<file path="config.mk">
export PLATFORM = sky130hd
export DESIGN_NAME = ubx_frame_receiver_top
export DESIGN_NICKNAME = d
export VERILOG_FILES = /design/src/design/ubxfr_pkg.sv /design/src/design/ubx_frame_receiver_top.sv /design/src/design/ubxfr_front.sv /design/src/design/ubxfr_queue.sv /design/src/design/ubxfr_back.sv
export SDC_FILE = /design/constraint.sdc
export NUM_CORES = 1
export LEC_CHECK = 0
export BUFFER_PORTS_ARGS = -buffer_cell sky130_fd_sc_hd__buf_4
export CAP_MARGIN = 20
export CORE_MARGIN = 2
export CORE_UTILIZATION = 62
export CTS_BUF_LIST = sky130_fd_sc_hd__clkbuf_4 sky130_fd_sc_hd__clkbuf_8
export DETAILED_ROUTE_END_ITERATION = 8
export PLACE_DENSITY_LB_ADDON = 0.05
export SYNTH_ARGS = -nofsm -noshare
export SYNTH_HDL_FRONTEND = slang
export SYNTH_SLANG_ARGS = --single-unit
</file>
<file path="constraint.sdc">
create_clock -name clk -period 5.8 [get_ports clk]
set_clock_uncertainty 0.05 [all_clocks]
set_input_delay 1.16 -clock clk [delete_from_list [all_inputs] [get_ports clk]]
set_output_delay 1.16 -clock clk [all_outputs]
set_load 0.01 [all_outputs]
</file>
<file path="src/design/ubxfr_pkg.sv">
// ubxfr_pkg: shared types and constants for the UBX frame receiver.
// Used by ubxfr_front, ubxfr_queue, ubxfr_back and ubx_frame_receiver_top.
`timescale 1ns / 1ps

package ubxfr_pkg;

  localparam int unsigned MaxPayload = 256;
  localparam int unsigned QueueDepth = 2;

  localparam logic [7:0] SyncFirst  = 8'hB5;
  localparam logic [7:0] SyncSecond = 8'h62;

  typedef enum logic [2:0] {
    PH_HUNT    = 3'd0,
    PH_SYNC2   = 3'd1,
    PH_HEADER  = 3'd2,
    PH_PAYLOAD = 3'd3,
    PH_CHECK_A = 3'd4,
    PH_CHECK_B = 3'd5
  } phase_t;

  typedef enum logic [1:0] {
    ST_OK      = 2'd0,
    ST_BADSUM  = 2'd1,
    ST_TOOLONG = 2'd2
  } status_t;

  // What the back end has to do with a queued request.
  typedef enum logic [2:0] {
    KIND_START   = 3'd0,  // sync seen: clear checksum
    KIND_DATA    = 3'd1,  // header or payload byte: sum and forward
    KIND_TOOLONG = 3'd2,  // length high byte over the limit: close frame
    KIND_CHECK_A = 3'd3,  // first check byte: hold it
    KIND_CHECK_B = 3'd4   // second check byte: compare and close frame
  } kind_t;

  typedef struct packed {
    kind_t      kind;
    logic [7:0] data;
    logic [8:0] pos;
  } req_t;

endpackage

</file>
<file path="src/design/ubx_frame_receiver_top.sv">
// ubx_frame_receiver_top: top level of the UBX frame receiver.
// Instantiates ubxfr_front, ubxfr_queue and ubxfr_back; depends on ubxfr_pkg.
`timescale 1ns / 1ps

// Usage
//   Input channel: one received serial byte per request on rx_byte, qualified
//   by in_valid; the block holds off new bytes with in_stall.
//   Output channel: forwarded header/payload bytes and the closing check byte
//   on data_byte with byte_pos, frame_end and frame_status, qualified by
//   out_valid; the sink holds a result with out_stall.
//   Sync bytes, hunted bytes and the first check byte yield no result.
// Timing
//   Throughput: one byte per cycle sustained while out_stall stays low. The front
//   end updates phase and length for each byte, the checksum unit adds one byte
//   per cycle. An accepted byte passes a queue entry, then the output register,
//   before it shows up on the outputs.
// Reset
//   rst (synchronous) returns to sync hunting, clears the checksum and empties
//   the request queue and the output register.
// Backpressure
//   While out_stall holds a result, the back end stops; the front end keeps
//   taking bytes until the two-entry queue fills, then raises in_stall.
module ubx_frame_receiver_top #(
  parameter int unsigned MAX_PAYLOAD = ubxfr_pkg::MaxPayload
) (
  input  logic       clk,
  input  logic       rst,
  input  logic       in_valid,
  output logic       in_stall,
  input  logic [7:0] rx_byte,
  output logic       out_valid,
  input  logic       out_stall,
  output logic [7:0] data_byte,
  output logic [8:0] byte_pos,
  output logic       frame_end,
  output logic [1:0] frame_status
);

  logic            push;
  logic            q_full;
  logic            q_valid;
  logic            pop;
  ubxfr_pkg::req_t push_req;
  ubxfr_pkg::req_t q_req;

  // phase tracking and byte classification
  ubxfr_front #(
    .MAX_PAYLOAD(MAX_PAYLOAD)
  ) u_front (
    .clk      (clk),
    .rst      (rst),
    .in_valid (in_valid),
    .in_stall (in_stall),
    .rx_byte  (rx_byte),
    .q_full   (q_full),
    .push     (push),
    .push_req (push_req)
  );

  // decouples input acceptance from output backpressure
  ubxfr_queue #(
    .DEPTH(ubxfr_pkg::QueueDepth)
  ) u_queue (
    .clk      (clk),
    .rst      (rst),
    .push     (push),
    .push_req (push_req),
    .full     (q_full),
    .q_valid  (q_valid),
    .q_req    (q_req),
    .pop      (pop)
  );

  // Fletcher sum, check compare, output register
  ubxfr_back u_back (
    .clk          (clk),
    .rst          (rst),
    .q_valid      (q_valid),
    .q_req        (q_req),
    .pop          (pop),
    .out_valid    (out_valid),
    .out_stall    (out_stall),
    .data_byte    (data_byte),
    .byte_pos     (byte_pos),
    .frame_end    (frame_end),
    .frame_status (frame_status)
  );

endmodule

</file>
<file path="src/design/ubxfr_front.sv">
// ubxfr_front: input side; tracks frame phase and classifies each received byte.
// Depends on ubxfr_pkg.
`timescale 1ns / 1ps

module ubxfr_front #(
  parameter int unsigned MAX_PAYLOAD = ubxfr_pkg::MaxPayload
) (
  input  logic              clk,
  input  logic              rst,
  input  logic              in_valid,
  output logic              in_stall,
  input  logic [7:0]        rx_byte,
  input  logic              q_full,
  output logic              push,
  output ubxfr_pkg::req_t   push_req
);

  ubxfr_pkg::phase_t phase, phase_next;
  logic [15:0] count, count_next;
  logic [15:0] len, len_next;
  logic        accept;
  logic [15:0] count_inc;
  logic [16:0] full_len;

  assign in_stall  = q_full;
  assign accept    = in_valid && !q_full;
  assign count_inc = count + 16'd1;
  assign full_len  = {1'b0, rx_byte, len[7:0]};

  always_ff @(posedge clk) begin
    if (rst) begin
      phase <= ubxfr_pkg::PH_HUNT;
      count <= 16'd0;
      len   <= 16'd0;
    end else begin
      phase <= phase_next;
      count <= count_next;
      len   <= len_next;
    end
  end

  always_comb begin
    phase_next    = phase;
    count_next    = count;
    len_next      = len;
    push          = 1'b0;
    push_req.kind = ubxfr_pkg::KIND_DATA;
    push_req.data = rx_byte;
    push_req.pos  = 9'd0;
    if (accept) begin
      case (phase)
        ubxfr_pkg::PH_SYNC2: begin
          if (rx_byte == ubxfr_pkg::SyncSecond) begin
            phase_next    = ubxfr_pkg::PH_HEADER;
            count_next    = 16'd0;
            len_next      = 16'd0;
            push          = 1'b1;
            push_req.kind = ubxfr_pkg::KIND_START;
          end else begin
            phase_next = ubxfr_pkg::PH_HUNT;
          end
        end
        ubxfr_pkg::PH_HEADER: begin
          push         = 1'b1;
          push_req.pos = {7'd0, count[1:0]};
          case (count[1:0])
            2'd2: begin
              len_next   = {len[15:8], rx_byte};
              count_next = {14'd0, count_inc[1:0]};
            end
            2'd3: begin
              len_next   = {rx_byte, len[7:0]};
              count_next = 16'd0;
              if (full_len > 17'(MAX_PAYLOAD)) begin
                push_req.kind = ubxfr_pkg::KIND_TOOLONG;
                phase_next    = ubxfr_pkg::PH_HUNT;
              end else if (full_len[15:0] == 16'd0) begin
                phase_next = ubxfr_pkg::PH_CHECK_A;
              end else begin
                phase_next = ubxfr_pkg::PH_PAYLOAD;
              end
            end
            default: begin
              count_next = {14'd0, count_inc[1:0]};
            end
          endcase
        end
        ubxfr_pkg::PH_PAYLOAD: begin
          push         = 1'b1;
          push_req.pos = count[8:0] + 9'd4;
          count_next   = count_inc;
          if (count_inc >= len) begin
            phase_next = ubxfr_pkg::PH_CHECK_A;
          end
        end
        ubxfr_pkg::PH_CHECK_A: begin
          push          = 1'b1;
          push_req.kind = ubxfr_pkg::KIND_CHECK_A;
          phase_next    = ubxfr_pkg::PH_CHECK_B;
        end
        ubxfr_pkg::PH_CHECK_B: begin
          push          = 1'b1;
          push_req.kind = ubxfr_pkg::KIND_CHECK_B;
          push_req.pos  = len[8:0] + 9'd5;
          phase_next    = ubxfr_pkg::PH_HUNT;
        end
        default: begin
          // hunting, and any unused phase code
          phase_next = (rx_byte == ubxfr_pkg::SyncFirst) ? ubxfr_pkg::PH_SYNC2
                                                         : ubxfr_pkg::PH_HUNT;
        end
      endcase
    end
  end

endmodule

</file>
<file path="src/design/ubxfr_queue.sv">
// ubxfr_queue: short request FIFO between front and back end.
// Depends on ubxfr_pkg.
`timescale 1ns / 1ps

module ubxfr_queue #(
  parameter int unsigned DEPTH = ubxfr_pkg::QueueDepth
) (
  input  logic            clk,
  input  logic            rst,
  input  logic            push,
  input  ubxfr_pkg::req_t push_req,
  output logic            full,
  output logic            q_valid,
  output ubxfr_pkg::req_t q_req,
  input  logic            pop
);

  localparam int unsigned PtrW = (DEPTH > 1) ? $clog2(DEPTH) : 1;
  localparam int unsigned CntW = $clog2(DEPTH + 1);

  ubxfr_pkg::req_t entries [DEPTH];
  logic [PtrW-1:0] wr_ptr, rd_ptr;
  logic [CntW-1:0] count;

  assign full    = (count == CntW'(DEPTH));
  assign q_valid = (count != '0);
  assign q_req   = entries[rd_ptr];

  always_ff @(posedge clk) begin
    if (push) begin
      entries[wr_ptr] <= push_req;
    end
  end

  always_ff @(posedge clk) begin
    if (rst) begin
      wr_ptr <= '0;
      rd_ptr <= '0;
      count  <= '0;
    end else begin
      if (push) begin
        wr_ptr <= (wr_ptr == PtrW'(DEPTH - 1)) ? '0 : wr_ptr + PtrW'(1);
      end
      if (pop) begin
        rd_ptr <= (rd_ptr == PtrW'(DEPTH - 1)) ? '0 : rd_ptr + PtrW'(1);
      end
      case ({push, pop})
        2'b10:   count <= count + CntW'(1);
        2'b01:   count <= count - CntW'(1);
        default: count <= count;
      endcase
    end
  end

`ifndef SYNTHESIS
  a_no_overflow: assert property (@(posedge clk) disable iff (rst) !(push && full && !pop))
    else $error("request queue overflow");
  a_no_underflow: assert property (@(posedge clk) disable iff (rst) pop |-> q_valid)
    else $error("request queue underflow");
  a_count_bound: assert property (@(posedge clk) disable iff (rst) count <= CntW'(DEPTH))
    else $error("request queue count out of range");
`endif

endmodule

</file>
<file path="src/design/ubxfr_back.sv">
// ubxfr_back: checksum unit and output register; executes queued requests.
// Depends on ubxfr_pkg.
`timescale 1ns / 1ps

module ubxfr_back (
  input  logic            clk,
  input  logic            rst,
  input  logic            q_valid,
  input  ubxfr_pkg::req_t q_req,
  output logic            pop,
  output logic            out_valid,
  input  logic            out_stall,
  output logic [7:0]      data_byte,
  output logic [8:0]      byte_pos,
  output logic            frame_end,
  output logic [1:0]      frame_status
);

  logic [7:0] sum_a, sum_b, first_check;
  logic [7:0] acc_a;
  logic       emits;
  logic       good;
  ubxfr_pkg::status_t status_next;
  logic       end_next;

  assign pop   = q_valid && (!out_valid || !out_stall);
  assign acc_a = sum_a + q_req.data;
  assign good  = (first_check == sum_a) && (q_req.data == sum_b);

  always_comb begin
    emits       = 1'b0;
    end_next    = 1'b0;
    status_next = ubxfr_pkg::ST_OK;
    case (q_req.kind)
      ubxfr_pkg::KIND_DATA: begin
        emits = 1'b1;
      end
      ubxfr_pkg::KIND_TOOLONG: begin
        emits       = 1'b1;
        end_next    = 1'b1;
        status_next = ubxfr_pkg::ST_TOOLONG;
      end
      ubxfr_pkg::KIND_CHECK_B: begin
        emits       = 1'b1;
        end_next    = 1'b1;
        status_next = good ? ubxfr_pkg::ST_OK : ubxfr_pkg::ST_BADSUM;
      end
      default: begin
        emits = 1'b0;
      end
    endcase
  end

  always_ff @(posedge clk) begin
    if (rst) begin
      sum_a       <= 8'd0;
      sum_b       <= 8'd0;
      first_check <= 8'd0;
      out_valid   <= 1'b0;
    end else begin
      if (pop) begin
        case (q_req.kind)
          ubxfr_pkg::KIND_START: begin
            sum_a <= 8'd0;
            sum_b <= 8'd0;
          end
          ubxfr_pkg::KIND_DATA, ubxfr_pkg::KIND_TOOLONG: begin
            sum_a <= acc_a;
            sum_b <= sum_b + acc_a;
          end
          ubxfr_pkg::KIND_CHECK_A: begin
            first_check <= q_req.data;
          end
          default: begin
            first_check <= first_check;
          end
        endcase
      end
      if (pop && emits) begin
        out_valid <= 1'b1;
      end else if (!out_stall) begin
        out_valid <= 1'b0;
      end
    end
  end

  always_ff @(posedge clk) begin
    if (pop && emits) begin
      data_byte    <= q_req.data;
      byte_pos     <= q_req.pos;
      frame_end    <= end_next;
      frame_status <= status_next;
    end
  end

`ifndef SYNTHESIS
  a_status_on_end: assert property (@(posedge clk) disable iff (rst)
    (out_valid && !frame_end) |-> (frame_status == ubxfr_pkg::ST_OK))
    else $error("nonzero status without frame end");
  a_toolong_pos: assert property (@(posedge clk) disable iff (rst)
    (out_valid && frame_end && frame_status == ubxfr_pkg::ST_TOOLONG) |-> (byte_pos == 9'd3))
    else $error("too_long status away from length high byte");
  a_hold_when_stalled: assert property (@(posedge clk) disable iff (rst)
    (out_valid && out_stall) |-> !pop)
    else $error("request executed while output is stalled");
`endif

endmodule

</file>
==> results.cfg <==
[placed_design]
dp_slack_ns = 1.77
gp_congestion = 0.957
hpwlAfterDp_um = 11000
io_buffer_count = 33

[global_route]
antenna_found_initial = 0
grt_pass1_vias = 5128
busiest_layer = met2
met1_usage_pct = 36.8
groute.usage.overall_pct = 28.2
grt_max_degree = 63
grt_pass1_wl_um = 25200
use_met2_pct = 45.8
overflow = 0
use_met3_pct = 7.17

[die]
core_um2 = 10700
rows = 38
die_y_um = 108
start_util_pct = 62.9
io_pins = 34
dieArea_um2 = 11700
die_x_um = 108

[logic_synthesis]
synth_edf_count = 60
synth_cell_types = 59
synthTopCellsByArea = edfxtp_1, dfxtp_1, ha_1, a21oi_1, nor2_1
synth_cells = 696
synth_nets = 748
synth_most_common_cell = nor2_1
synth-seq-cells = 125
ys_seq_area_share_pct = 46.1
synthArstFlopShare_pct = 0
synth_area_per_cell_um2 = 9.67
ys.flop_type = dfxtp_1
syn_area_um2 = 6730
synth.top_cell.area_share_pct = 26.8
yosysWarnings = 0
synth_largest_area_cell = edfxtp_1
synthTopCellsByCount = nor2_1, dfxtp_1, edfxtp_1, a21oi_1, inv_1

[pwr]
p_total_mw = 1.80
swShare_pct = 21.4
switchingPower_mw = 0.385
p_seq_share_pct = 51.0
powerDensity_nw_per_um2 = 239
clockPowerShare_pct = 47.4
ir_worst_vdd_mv = 0.207
p_comb_share_pct = 1.6
leakagePower_nw = 2.87
p_int_mw = 1.41

[sta]
fmax_mhz = 245
finalCriticalPeriod_ns = 4.08
hold_slack_ns = 0.408
finalCritPeriodShare_pct = 70.4
max_slew_margin_pct = 36.7
finalSetupViolations = 0
worstMarginPinSlew_ns = 0.950
finalHoldViolations = 0
fin_setup_tns_ns = 0
layout_setup_ws_ns = 1.72
rsz0062_at_grt = no
slew_viol_final = 0

[setup_path]
crit_family = compound AO/OA/AOI/OAI gates
cp.arrival_ns = 4.42
critPathLaunchType = flop
crit_buf_inv = 3
worstPathMaxFanout = 20
slowest_stage = a2111oi_0
crit_chain = buf_4 -> mux2i_1 -> inv_1 -> ha_1 -> a21o_1 -> a21oi_1 -> xnor2_1 -> ha_1 -> inv_1 -> nor2_1 -> a2111oi_0 -> nor2_1 -> or3b_2 -> nand4_1
critical_path_required_ns = 6.13
endpoint_kind = flop
critPathMaxStageDelay_ns = 0.71
crit_type = reg -> reg

[clock_tree]
cts_resized = 0
cts_sinks = 125
root_buffer = clkbuf_8
cts_hold_buf = 0
cts_buffer_depth = 2
cts_setup_buffers = 0
cts_buffers = 17
htreeDepth = 4
clk_latency_ns = 0.45
cts.clk_slew.worst_paths_ns = 0.08
cts_tree = yes

[drt]
num_vias = 5194
wirelength_um = 15500
firstDrtPassIters = 6
final_antenna_net_count = 0
wl_per_cell_um = 17.6
detail_route.iter0.violations = 540
viasPerCell = 5.90
drc = 0

[finish]
syn_to_final_growth_pct = 11.6
fin_util_pct = 70.2
diodes = 0
drive_gt1_share_pct = 12.0
final_nets = 779

[worst_hold_path]
hold_path_class = reg -> reg
hold_start = u_front.len[11]

[run_status]
outcome = finished, final reports clean

[run]
drv_cap = 0
area by class of cell:
| type | instances | area (µm²) |
|---|---|---|
| multi-input cells | 499 | 3320 |
| fillers | 806 | 3190 |
| flip-flops and latches | 125 | 3100 |
| repair buffers | 39 | 294 |
| clock buffers | 19 | 255 |
| clock inverters | 13 | 189 |
| well taps | 140 | 175 |
| inverters | 45 | 169 |
worst register-to-register path, stage by stage, from the launching register on:
cell,delay [ns]
dfxtp_1,0.39
buf_4,0.34
mux2i_1,0.37
inv_1,0.11
ha_1,0.36
a21o_1,0.18
a21oi_1,0.22
xnor2_1,0.17
ha_1,0.26
inv_1,0.08
nor2_1,0.06
a2111oi_0,0.71
nor2_1,0.13
or3b_2,0.49
nand4_1,0.10
per-stage QoR:
stage | instances | cell area, µm²
after global placement | 846 | 7050
final | 880 | 7510
after detailed placement | 846 | 7050
after CTS | 878 | 7490
after global routing | 880 | 7510
after floorplan | 696 | 6730
power groups by stage:
stage	sequential (mW)	combinational (mW)	clock [mW]
floorplan	0.937	0.0120	0
global placement	0.937	0.0275	0
detailed placement	0.937	0.0283	0
CTS	0.917	0.0283	0.862
global route	0.917	0.0304	0.897
finish	0.917	0.0288	0.851
registers in the layout, summed over array words and instances, names as in the netlist, named ones only:
name	flops
u_queue.rd_ptr	1
u_back.frame_status	2
u_front.phase	3
u_back.byte_pos	9
u_back.frame_end	1
u_front.count	16
u_front.len	16
u_back.first_check	8
u_queue.count	2
u_back.sum_b	8
u_queue.entries	40
u_queue.wr_ptr	1
u_back.sum_a	8
u_back.out_valid	1
u_back.data_byte	8
cells in the final DEF, fill, tap and decap left out, drive strengths merged, types with 9 or more instances in the layout:
cell type	instances
nor2	76
dfxtp	65
edfxtp	60
a21oi	58
inv	46
buf	39
nand2	38
ha	38
nand3	33
xnor2	30
xor2	25
o21ai	24
clkbuf	19
a22oi	17
nor3	16
mux2i	15
nand2b	12
mux2	11
nand4	11
or3	11
a211oi	9
nor4	9
kinds of logic (layout without fill, tap and decap cells):
group | Yosys count | count (layout) | synth area share [%]
and+or+nand+nor | 240 | 240 | 17.8
DFF | 125 | 125 | 46.1
AOI/OAI and AO/OA | 138 | 138 | 12.5
adders and majority gates | 40 | 40 | 7.66
buffers and inverters | 72 | 116 | 4.52
muxes | 26 | 26 | 4.26
xor gates and xnor gates | 55 | 55 | 7.16
final timing paths:
path	end	slack [ns]	cells past startpoint
setup / recovery	u_back.sum_b[7]	1.72	14
hold / removal	u_front.len[11]	0.41	2
setup reg to reg	u_back.sum_b[7]	1.72	14
hold reg to reg	u_front.len[11]	0.41	2
per-layer routing:
metal  routed length, µm  share of wire [%]
met1                6830                 44
met2                7480                 48
met3                 896                5.8
met4                 257                1.7
met5                   0                  0
No activity file was read; power rests on OpenSTA's default activity.
